### src/hw/rtl/hsd_pkg.sv
// ----------------------------------------------------------------------------
// hsd_pkg
// Shared types, constants and helpers of the HUB75 scan and PWM driver.
// ----------------------------------------------------------------------------
package hsd_pkg;

	// Default panel geometry
	localparam int SCAN_ADDRESSES_DEF = 16;
	localparam int PANEL_COLUMNS_DEF  = 64;
	localparam int PANEL_ROWS_DEF     = 32;

	// Field widths
	localparam int PORTRAIT_X_W = 5;
	localparam int PORTRAIT_Y_W = 6;
	localparam int PIXEL_WORD_W = 32;
	localparam int ROW_ADDR_W   = 4;
	localparam int SHIFT_COL_W  = 6;
	localparam int STEP_W       = 16;
	localparam int PCT_W        = 7;
	localparam int THR_W        = 8;
	localparam int CHAN_W       = 8;
	localparam int CFG_VALUE_W  = 16;

	localparam int PCT_DIV = 100;

	localparam logic [STEP_W-1:0]   START_STEP_RESET = 16'h1800;
	localparam logic [PCT_W-1:0]    DECAY_RESET      = 7'd91;
	localparam logic [3*CHAN_W-1:0] RESET_PIXEL      = {3{8'h50}};

	typedef logic [3*CHAN_W-1:0] pixel_t;

	typedef enum logic [0:0] {
		OP_WRITE = 1'b0,
		OP_TICK  = 1'b1
	} op_t;

	typedef enum logic [0:0] {
		CFG_START_STEP    = 1'b0,
		CFG_DECAY_PERCENT = 1'b1
	} cfg_index_t;

	typedef struct packed {
		op_t                     op;
		logic [PORTRAIT_X_W-1:0] portrait_x;
		logic [PORTRAIT_Y_W-1:0] portrait_y;
		logic [PIXEL_WORD_W-1:0] pixel_word;
		logic                    swap_after;
	} in_item_t;

	typedef struct packed {
		logic                   upper_red;
		logic                   upper_green;
		logic                   upper_blue;
		logic                   lower_red;
		logic                   lower_green;
		logic                   lower_blue;
		logic [ROW_ADDR_W-1:0]  row_address;
		logic [SHIFT_COL_W-1:0] shift_column;
		logic                   latch_now;
		logic                   frame_start;
	} out_item_t;

	typedef struct packed {
		cfg_index_t             reg_index;
		logic [CFG_VALUE_W-1:0] value;
	} cfg_write_t;

	typedef struct packed {
		logic [STEP_W-1:0] start_step;
		logic [PCT_W-1:0]  decay_percent;
	} cfg_regs_t;

	typedef struct packed {
		logic frame_start;
		logic advance;
	} thr_ctl_t;

	// c * level / 255, rounded down, exact for every 16-bit product
	function automatic logic [CHAN_W-1:0] scale_channel(
		input logic [CHAN_W-1:0] c,
		input logic [CHAN_W-1:0] level
	);
		logic [2*CHAN_W-1:0] prod;
		logic [2*CHAN_W:0]   corr;
		prod = c * level;
		corr = {1'b0, prod} + (2*CHAN_W+1)'(1) + {{(CHAN_W+1){1'b0}}, prod[2*CHAN_W-1:CHAN_W]};
		return corr[2*CHAN_W-1:CHAN_W];
	endfunction

	// {red, green, blue}: on where the threshold is at or below the byte
	function automatic logic [2:0] pixel_bits(
		input logic [THR_W-1:0] thr,
		input pixel_t           px
	);
		logic [2:0] bits;
		bits[2] = (thr <= px[3*CHAN_W-1:2*CHAN_W]);
		bits[1] = (thr <= px[2*CHAN_W-1:CHAN_W]);
		bits[0] = (thr <= px[CHAN_W-1:0]);
		return bits;
	endfunction

endpackage

### src/hw/rtl/hsd_threshold.sv
// ----------------------------------------------------------------------------
// hsd_threshold
// PWM threshold accumulator with a decaying step, advanced at frame start.
// ----------------------------------------------------------------------------
module hsd_threshold
	import hsd_pkg::*;
(
	input  logic             clk,
	input  logic             arst_n,
	input  cfg_regs_t        cfg_regs,
	input  thr_ctl_t         ctl,
	output logic [THR_W-1:0] thr
);
	localparam int    PROD_W    = STEP_W + PCT_W;
	localparam int    DIV_SHIFT = 30;
	localparam int    RECIP_W   = 24;
	localparam int    MUL_W     = PROD_W + RECIP_W;
	localparam int    QUOT_W    = MUL_W - DIV_SHIFT;
	localparam longint RECIP_VAL = ((longint'(1) << DIV_SHIFT) + PCT_DIV - 1) / PCT_DIV;
	localparam logic [RECIP_W-1:0] DIV_RECIP = RECIP_W'(RECIP_VAL);

	logic [STEP_W-1:0] accum_q;
	logic [STEP_W-1:0] step_q;
	logic [STEP_W:0]   sum;
	logic              ovf;
	logic [STEP_W-1:0] accum_nxt;
	logic              dec_vld_s1;
	logic              dec_vld_s2;
	logic [PROD_W-1:0] dec_prod_s1;
	logic [QUOT_W-1:0] dec_quot_s2;
	logic [MUL_W-1:0]  dec_mul;
	logic [STEP_W-1:0] step_sat;

	assign sum       = {1'b0, accum_q} + {1'b0, step_q};
	assign ovf       = sum[STEP_W];
	assign accum_nxt = ovf ? cfg_regs.start_step : sum[STEP_W-1:0];
	assign thr       = ctl.frame_start ? accum_nxt[STEP_W-1 -: THR_W]
	                                   : accum_q[STEP_W-1 -: THR_W];

	// divide by a hundred through the reciprocal, exact for the product range
	assign dec_mul  = MUL_W'(dec_prod_s1) * MUL_W'(DIV_RECIP);
	assign step_sat = dec_quot_s2[QUOT_W-1:STEP_W] != '0 ? '1 : dec_quot_s2[STEP_W-1:0];

	always_ff @(posedge clk or negedge arst_n) begin
		if (!arst_n) begin
			accum_q    <= '0;
			step_q     <= START_STEP_RESET;
			dec_vld_s1 <= 1'b0;
			dec_vld_s2 <= 1'b0;
		end else begin
			dec_vld_s1 <= ctl.advance && !ovf;
			dec_vld_s2 <= dec_vld_s1;
			if (ctl.advance) begin
				accum_q <= accum_nxt;
				if (ovf) begin
					step_q <= cfg_regs.start_step;
				end
			end else if (dec_vld_s2) begin
				step_q <= step_sat;
			end
		end
	end

	always_ff @(posedge clk) begin
		if (ctl.advance) begin
			dec_prod_s1 <= PROD_W'(step_q) * PROD_W'(cfg_regs.decay_percent);
		end
		if (dec_vld_s1) begin
			dec_quot_s2 <= dec_mul[MUL_W-1:DIV_SHIFT];
		end
	end

endmodule

### config.mk
export PLATFORM = sky130hd
export DESIGN_NAME = hsd_threshold
export DESIGN_NICKNAME = d
export VERILOG_FILES = /design/src/hw/rtl/hsd_pkg.sv /design/src/hw/rtl/hsd_threshold.sv
export SDC_FILE = /design/constraint.sdc
export NUM_CORES = 1
export LEC_CHECK = 0
export BUFFER_PORTS_ARGS = -buffer_cell sky130_fd_sc_hd__buf_2
export CAP_MARGIN = 20
export CORE_UTILIZATION = 40
export CTS_CLUSTER_DIAMETER = 200
export DETAILED_ROUTE_END_ITERATION = 7
export PLACE_DENSITY_LB_ADDON = 0.1
export SYNTH_ARGS = -nofsm -noshare
export SYNTH_HDL_FRONTEND = slang
export SYNTH_SLANG_ARGS = --single-unit
### constraint.sdc
create_clock -name clk -period 7 [get_ports clk]
set_input_delay 1.4 -clock clk [delete_from_list [all_inputs] [get_ports clk]]
set_output_delay 1.4 -clock clk [all_outputs]
set_load 0.01 [all_outputs]
==> qor.csv <==
metric;value;unit
fin_crit;6.74;ns
yosysTopAreaCell;fa_1;
worst_slew_pin_slew;0.884;ns
netlist.area_leader.share;0.330;
cts.path.max_buffers;2;
antenna_found_initial;1;
synth_area;0.0161;mm²
start_kind;flip-flop;
grt_pass1_vias;12200;
tns;0;ns
synthArstFlopShare;0.459;
max_clock_freq;0.148;GHz
n_antenna_cell;0;
viasPerCell;4.98;
post_cts_resized;0;
gr-usage-all-layers;0.217;
yosysSeqAreaShare;0.128;
ant_nets;0;
die-area;0.0410;mm²
syn_nets;2204;
fin_skew;0.0181;ns
wl_met2;20.8;mm
dr_wl_met3;688;µm
required;7.10;ns
synth_area_leaders;fa_1, ha_1, inv_1;
area_growth;7.81;%
ys_warn_count;0;
cp-end-kind;flip-flop;
cts_tree;built;
via_count;10900;
cts-root-buf;clkbuf_16;
mostFrequentLayoutCell;inv_1;
ios;35;
nets;2252;
numCtsBuffers;9;
cp_max_fo;7;
gr-total-overflow;0;
dr.max_layer_used;met5;
slew_headroom;0.411;
drive_above_1_share;0.0637;
rrSetupSlack;0.26;ns
drtIter0Drc;406;
fin_cells;2189;
cp.arrival;6.84;ns
cts_hold_buffers;0;
syn_avg_cell_area;9.97;µm²
wl_per_cell;18.9;µm
clk_pin_slew;0.06;ns
ys_types;65;
setup_viol;0;
clock_latency;0.36;ns
row_count;73;
numClockSinks;74;
wl_met1;19.2;mm
htreeDepth;3;
drc;0;
initial_core_util;0.405;
crit_type;reg -> reg;
drt_first_pass_iters;5;
grt_max_degree;79;
port-buffer-count;34;
dieHeight;202;µm
dieWidth;202;µm
fin_crit_sh;0.963;
synthFlopType;edfxtp_1;
globalplace.congestion;0.864;
drv_slew;0;
status;finished, final reports clean;
grt_pass1_wl;67.6;mm
synth_edf_count;40;
cts_setup_buffers;0;
syn_inst;1612;
maxCapViolations;0;
dpl.hpwl;36.5;mm
wl;41.4;mm
synth-seq-cells;74;
place_inst;2174;
core_area;0.0396;mm²
rsz0062_at_grt;false;
hold_path.class;reg -> reg;
hold_violations;0;
layout_common_cells;inv_1, ha_1, fa_1;
[sequential cells by signal (all words and copies together), names as in the netlist]
name / cells
step_q: 16
dec_quot_s2: 17
dec_prod_s1: 23
accum_q: 16
dec_vld_s2: 1
dec_vld_s1: 1
[cells in the mapped netlist, drive strengths merged, types with 5 or more instances]
cell type    n
o21ai       47
edfxtp      40
a21oi       64
mux2        15
xor2        15
a21o        24
nor3        18
fa         265
o211ai       5
nand4        7
nand3       17
nand2b       5
dfrtp       32
buf          6
clkbuf      15
a211oi      11
inv        375
ha         300
nand2      126
and3         8
a31oi        9
o21a         6
o21bai       8
nor2        61
or3          6
mux2i       13
and2        29
xnor2       32
nor2b        7
[critical path, cell delays in order, from the launching register on]
cell      delay [ns]
edfxtp_1        0.64
inv_1           0.11
fa_1            0.55
inv_1           0.08
ha_1            0.27
inv_1           0.05
fa_1            0.55
inv_1           0.05
fa_1            0.50
fa_1            0.44
fa_1            0.50
inv_1           0.05
fa_1            0.49
inv_1           0.05
ha_1            0.34
nand2_1         0.20
nor3_1          0.45
a211oi_1        0.16
o211ai_1        0.13
o21ai_1         0.09
buf_4           0.17
o221ai_1        0.33
a21oi_1         0.14
xnor2_1         0.14
[kinds of logic after synthesis]
| kind of cell | synth area share |
|---|---|
| adder cells (fa/ha/maj) | 0.564 |
| buffers and inverters | 0.0933 |
| AND/OR/NAND/NOR | 0.0866 |
| AO/OA/AOI/OAI | 0.0814 |
| flip-flops | 0.128 |
| XOR/XNOR | 0.0256 |
| multiplexers | 0.0215 |
[per-layer routing]
metal,up-vias,track usage
li1,5284,-
met1,5454,0.287
met2,117,0.381
met3,36,0.0176
met4,2,0.0537
met5,-,0
[final timing paths]
check / to / cells after the start / startpoint
max in group asynchronous: step_q[5] / 1 / arst_n
worst max register to register: dec_quot_s2[14] / 23 / dec_prod_s1[16]
worst min register to register: accum_q[0] / 2 / accum_q[0]
worst max-delay path: dec_quot_s2[14] / 23 / dec_prod_s1[16]
worst min-delay path: accum_q[0] / 2 / accum_q[0]
min in group asynchronous: accum_q[13] / 1 / arst_n
[per-stage QoR]
step           hold slack, ns   util  area, µm²  worst slack [ns]
2_1_floorplan           0.495      -      16100             0.755
3_3_place_gp            0.517  0.429      17000             0.298
3_5_place_dp            0.523  0.429      17000             0.215
4_1_cts                 0.539  0.437      17300             0.191
5_1_grt                 0.574  0.437      17300           0.00814
6_report                0.536  0.437      17300             0.261
[layout make-up]
| type | instances | area (µm²) |
|---|---|---|
| fill | 3937 | 22300 |
| multi-input combinational | 1142 | 12500 |
| sequential | 74 | 2050 |
| inverter | 375 | 1410 |
| tap | 525 | 657 |
| timing repair buffer | 58 | 353 |
| clock buffer | 13 | 314 |
| clock inverter | 2 | 11.3 |
Power is not shown: default switching activity piles up to over one toggle a cycle in this logic, so the estimate is an artifact.
